**config.mk**
```make
export PLATFORM = sky130hd
export DESIGN_NAME = dgo_sqrt
export DESIGN_NICKNAME = d
export VERILOG_FILES = /design/src/sv/dominant_gradient_orientation_defines.svh /design/src/sv/dgo_sqrt.sv
export SDC_FILE = /design/constraint.sdc
export NUM_CORES = 2
export LEC_CHECK = 0
export BUFFER_PORTS_ARGS = -buffer_cell sky130_fd_sc_hd__buf_2
export CORE_ASPECT_RATIO = 1.75
export CORE_MARGIN = 3
export CORE_UTILIZATION = 50
export CTS_CLUSTER_DIAMETER = 120
export DETAILED_ROUTE_END_ITERATION = 8
export GPL_TIMING_DRIVEN = 1
export MAX_ROUTING_LAYER = met4
export PLACE_DENSITY = 0.71
export SYNTH_ARGS = -nofsm -noshare
export SYNTH_HDL_FRONTEND = slang
export SYNTH_SLANG_ARGS = --single-unit
```
**constraint.sdc**
```tcl
create_clock -name clk -period 3.6 [get_ports clk]
set_clock_uncertainty 0.2 [all_clocks]
set_input_delay 0.18 -clock clk [delete_from_list [all_inputs] [get_ports clk]]
set_output_delay 0.18 -clock clk [all_outputs]
set_load 0.01 [all_outputs]
```
**src/sv/dominant_gradient_orientation_defines.svh**
```systemverilog
// assertion helpers included by the top-level rtl
`ifndef DOMINANT_GRADIENT_ORIENTATION_DEFINES_SVH
`define DOMINANT_GRADIENT_ORIENTATION_DEFINES_SVH

// same-cycle implication, checked outside reset
`define DGO_ASSERT_IMP(label, ante, cons, msg) \
	label: assert property (@(posedge clk) disable iff (!arst_n) (ante) |-> (cons)) \
		else $error(msg);

// next-cycle implication, checked outside reset
`define DGO_ASSERT_NXT(label, ante, cons, msg) \
	label: assert property (@(posedge clk) disable iff (!arst_n) (ante) |=> (cons)) \
		else $error(msg);

`endif

```
**src/sv/dgo_sqrt.sv**
```systemverilog
`default_nettype none
module dgo_sqrt #(
	parameter int RW = 31,
	parameter int LN = 3,
	parameter int TGW = 1
) (
	input logic clk,
	input logic arst_n,
	input logic src_valid,
	input logic [LN-1:0][RW-1:0] src_value,
	input logic [TGW-1:0] src_tag,
	output logic res_valid,
	output logic [LN-1:0][(RW+1)/2-1:0] res_root,
	output logic [LN-1:0][RW-1:0] res_rem,
	output logic [TGW-1:0] res_tag
);
	localparam int RB = (RW + 1) / 2;
	localparam int TW = 2 * RB + 1;

	logic valid_s [RB+1];
	logic [LN-1:0][RB-1:0] root_s [RB+1];
	logic [LN-1:0][RW-1:0] rem_s [RB+1];
	logic [TGW-1:0] tag_s [RB+1];

	assign valid_s[0] = src_valid;
	assign root_s[0] = '0;
	assign rem_s[0] = src_value;
	assign tag_s[0] = src_tag;

	// one root bit per stage, most significant first
	for (genvar k = 0; k < RB; k++) begin : g_stage
		localparam int B = RB - 1 - k;
		logic [LN-1:0][RW-1:0] rem_nx;
		logic [LN-1:0][RB-1:0] root_nx;

		for (genvar l = 0; l < LN; l++) begin : g_lane
			logic [TW-1:0] trial;
			logic fits;
			// (r + 2^B)^2 - r^2
			assign trial = (TW'(root_s[k][l]) << (B + 1)) + (TW'(1) << (2 * B));
			assign fits = TW'(rem_s[k][l]) >= trial;
			assign rem_nx[l] = fits ? RW'(TW'(rem_s[k][l]) - trial) : rem_s[k][l];
			assign root_nx[l] = fits ? (root_s[k][l] | (RB'(1) << B)) : root_s[k][l];
		end

		always_ff @(posedge clk or negedge arst_n) begin
			if (!arst_n) begin
				valid_s[k+1] <= 1'b0;
			end else begin
				valid_s[k+1] <= valid_s[k];
			end
		end

		always_ff @(posedge clk) begin
			root_s[k+1] <= root_nx;
			rem_s[k+1] <= rem_nx;
			tag_s[k+1] <= tag_s[k];
		end
	end

	assign res_valid = valid_s[RB];
	assign res_root = root_s[RB];
	assign res_rem = rem_s[RB];
	assign res_tag = tag_s[RB];
endmodule
`default_nettype wire

```
==> flow_metrics.tcl <==
set metrics [dict create \
    power.share.switching_pct 32.7 \
    whs_ns 0.122 \
    grt_max_degree 35 \
    seq_power_share_pct 43.1 \
    seq_area_sq_um 38700 \
    timing_worst_slew_pin_value_ns 1.03 \
    floorplan.rows 183 \
    async_reset_ff_share_pct 0.830 \
    yosysTopAreaCellShare_pct 53.1 \
    rsz0062_at_grt "no" \
    relSlewSlack_pct 31.1 \
    layout_worst_path_cycle_share_pct 93.3 \
    setup_total_negative_slack_ns 0 \
    final_cells 9577 \
    drt_pass1_iterations 7 \
    post_synth_num_cell_types 91 \
    maxClockFrequency_ghz 0.298 \
    multi_input_comb_area_sq_um 30100 \
    post-cts-setup-buffers 0 \
    final_period_minus_worst_setup_slack_ns 3.36 \
    netlist_area_pre_place_sq_um 72000 \
    cell_internal_pwr_uw 47800 \
    clock_slew_at_the_register_clock_pins_of_the_worst_setup_and_hold_paths_ns 0.06 \
    power.net_switching_uw 23200 \
    synth.most_common_cell "dfxtp_1" \
    globalplace.congestion 0.984 \
    grt_antenna_before_repair 3 \
    grt_use_total_pct 19.7 \
    first_iter_violations 2057 \
    path_max_fanout 4 \
    synth-seq-area-share_pct 53.7 \
    final_layout_size_suffix_gt1_share_pct 9.45 \
    floorplan.die.height_microns 508 \
    initial_core_util_pct 50.5 \
    worst_ep_required_time_ns 4.11 \
    synth-warning-count 0 \
    cts_buffers 167 \
    slew_viol_final 0 \
    final_hold_vios 0 \
    max_cap_violations 0 \
    grt_pass1_vias 50600 \
    floorplan.core_area_sq_um 143000 \
    outcome "finished clean" \
    clk_root_buffer_cell "clkbuf_16" \
    htreeDepth 4 \
    finalSetupViolCount 0 \
    critPathCaptureType "flip-flop" \
    postSynth.topFlopCell "dfxtp_1" \
    timing.critical_path.arrival_ns 3.87 \
    synth_cells 7116 \
    worst_setup_path_category "reg -> reg" \
    startpoint_type "flip-flop" \
    drt_drc_violations_left 0 \
    wl_per_cell_microns 15.1 \
    power.leakage_uw 0.0375 \
    die_area_sq_um 149000 \
    pwr_density_cell_nw_per_um2 855 \
    wire_length_after_detailed_routing_microns 144000 \
    ys_seq_elements 1928 \
    die-width_microns 293 \
    placed_cells_incl_taps 9073 \
    vias 49400 \
    dp_hpwl_microns 109000 \
    yosys-top-cells-area "dfxtp_1 (53%), ha_1 (7.8%), xor2_1 (3.6%), xnor2_1 (3.6%), inv_1 (3.0%)" \
    ant_nets 0 \
    port-buffer-count 239 \
    synth-edff-count 0 \
    yosys-top-cells-count "dfxtp_1 (1,912), inv_1 (573), nand2_1 (487)" \
    synth_largest_area_cell "dfxtp_1" \
    kind_of_path_behind_the_tightest_hold_check "reg -> reg" \
    cts_tree "built" \
    max-clock-path-buffers 3 \
    clock_power_share_pct 26.4 \
    grt_first_pass_wirelength_microns 237000 \
    pin_count 240 \
    clock_insertion_delay_worst_skew_ns 0.78 \
    layout.filler_cells 11900 \
    power_frac_comb_pct 30.5 \
    grt_overflow 0 \
    viasPerCell 5.16 \
    area.growth.synth_to_final_pct 15.2 \
    max-vdd-ir-drop_v 0.000567 \
    synth_area_per_cell_sq_um 10.1 \
    nets 8134 \
    clock-sinks 1928 \
]
==> critical path, stage by stage, from the launching register on <==
cell and delay [ns]:
dfxtp_1 0.32, inv_1 0.04, ha_1 0.32, o21a_1 0.14, o21ai_0 0.38, a21boi_0 0.21, o31a_1 0.37, o31ai_1 0.38
or3b_2 0.53, nor4_1 0.24, xor2_1 0.17
==> state kept, by name, summed over array words and instances, names as in the netlist <==
name,cells
rem_s,1395
root_s,360
res_rem,93
res_root,48
tag_s,15
valid_s,15
res_tag,1
res_valid,1
==> cells by family after synthesis <==
kind of cell               share of synthesized area, %
adders and majority gates                          7.90
xor gates and xnor gates                           7.16
other                                           0.00521
buffers and inverters                              4.60
and+or+nand+nor                                    14.1
muxes                                              1.07
DFF                                                53.7
AOI/OAI and AO/OA                                  11.5
==> per-layer routing <==
| metal | up-vias | track usage (%) | share of wire [%] |
|---|---|---|---|
| li1 | 25400 | - | - |
| met1 | 22600 | 18.3 | 37 |
| met2 | 988 | 37.7 | 53 |
| met3 | 488 | 2.77 | 3.1 |
| met4 | 0 | 12.2 | 6.5 |
| met5 | - | - | 0 |
==> power groups by stage <==
stage	Sequential, uW	Clock [uW]	Combinational (uW)
floorplan	29800	0	17600
global placement	30900	0	20800
detailed placement	31000	0	21300
global route	31200	20000	24400
CTS	30500	19200	21600
finish	30600	18700	21600
==> area by class of cell <==
type	count	area share, %
clock inverter	84	1.56
sequential	1928	46.6
inverter	574	2.60
clock buffer	226	5.66
antenna	2	0.00603
multi-input combinational	4407	36.3
timing repair buffer	506	4.50
tap	1850	2.79
==> cell usage in the layout (no fill, tap or decap), types with 46 or more instances in the layout <==
cell type      count
dfxtp_1         1912
inv_1            573
nand2_1          487
ha_1             450
nor2_1           411
o21ai_0          382
a21oi_1          368
xor2_1           295
xnor2_1          294
buf_2            239
nor3_1           202
dlygate4sd3_1    192
nor4_1           191
clkbuf_16        168
a21o_1           113
o21a_1           104
nand3_1           94
nand2b_1          86
or3_1             81
buf_4             71
nand4_1           70
o31ai_1           67
nor2b_1           66
mux2_2            57
or4_1             47
nor4b_1           46
==> stage by stage <==
stage / setup slack, ns / cell area [sq um] / power (uW) / util (%)
floorplan: 0.597 / 72000 / 47400 / -
global placement: 0.269 / 75100 / 51700 / 52.6
detailed placement: 0.254 / 75100 / 52300 / 52.6
CTS: 0.231 / 83000 / 71300 / 58.2
global route: 0.0734 / 83000 / 75600 / 58.2
finish: 0.241 / 83000 / 70900 / 58.2
==> timing repair <==
item | CTS | global route
gates resized for setup | 0 | 2
setup endpoints to repair | 0 | 2
hold endpoints to repair | 111 | 0
hold buffers | 192 | 0
==> path summary, 6_finish.rpt <==
path / from / endpoint / slack, ns / cells after the start
max in group asynchronous: arst_n / res_valid / 2.42 / 3
max reg2reg: root_s[147] / rem_s[213] / 0.24 / 10
min reg2reg: root_s[220] / root_s[172] / 0.12 / 0
max: root_s[147] / rem_s[213] / 0.24 / 10
min: root_s[220] / root_s[172] / 0.12 / 0
min in group asynchronous: arst_n / valid_s[6] / 0.34 / 3
No activity file was read; power rests on OpenSTA's default activity.
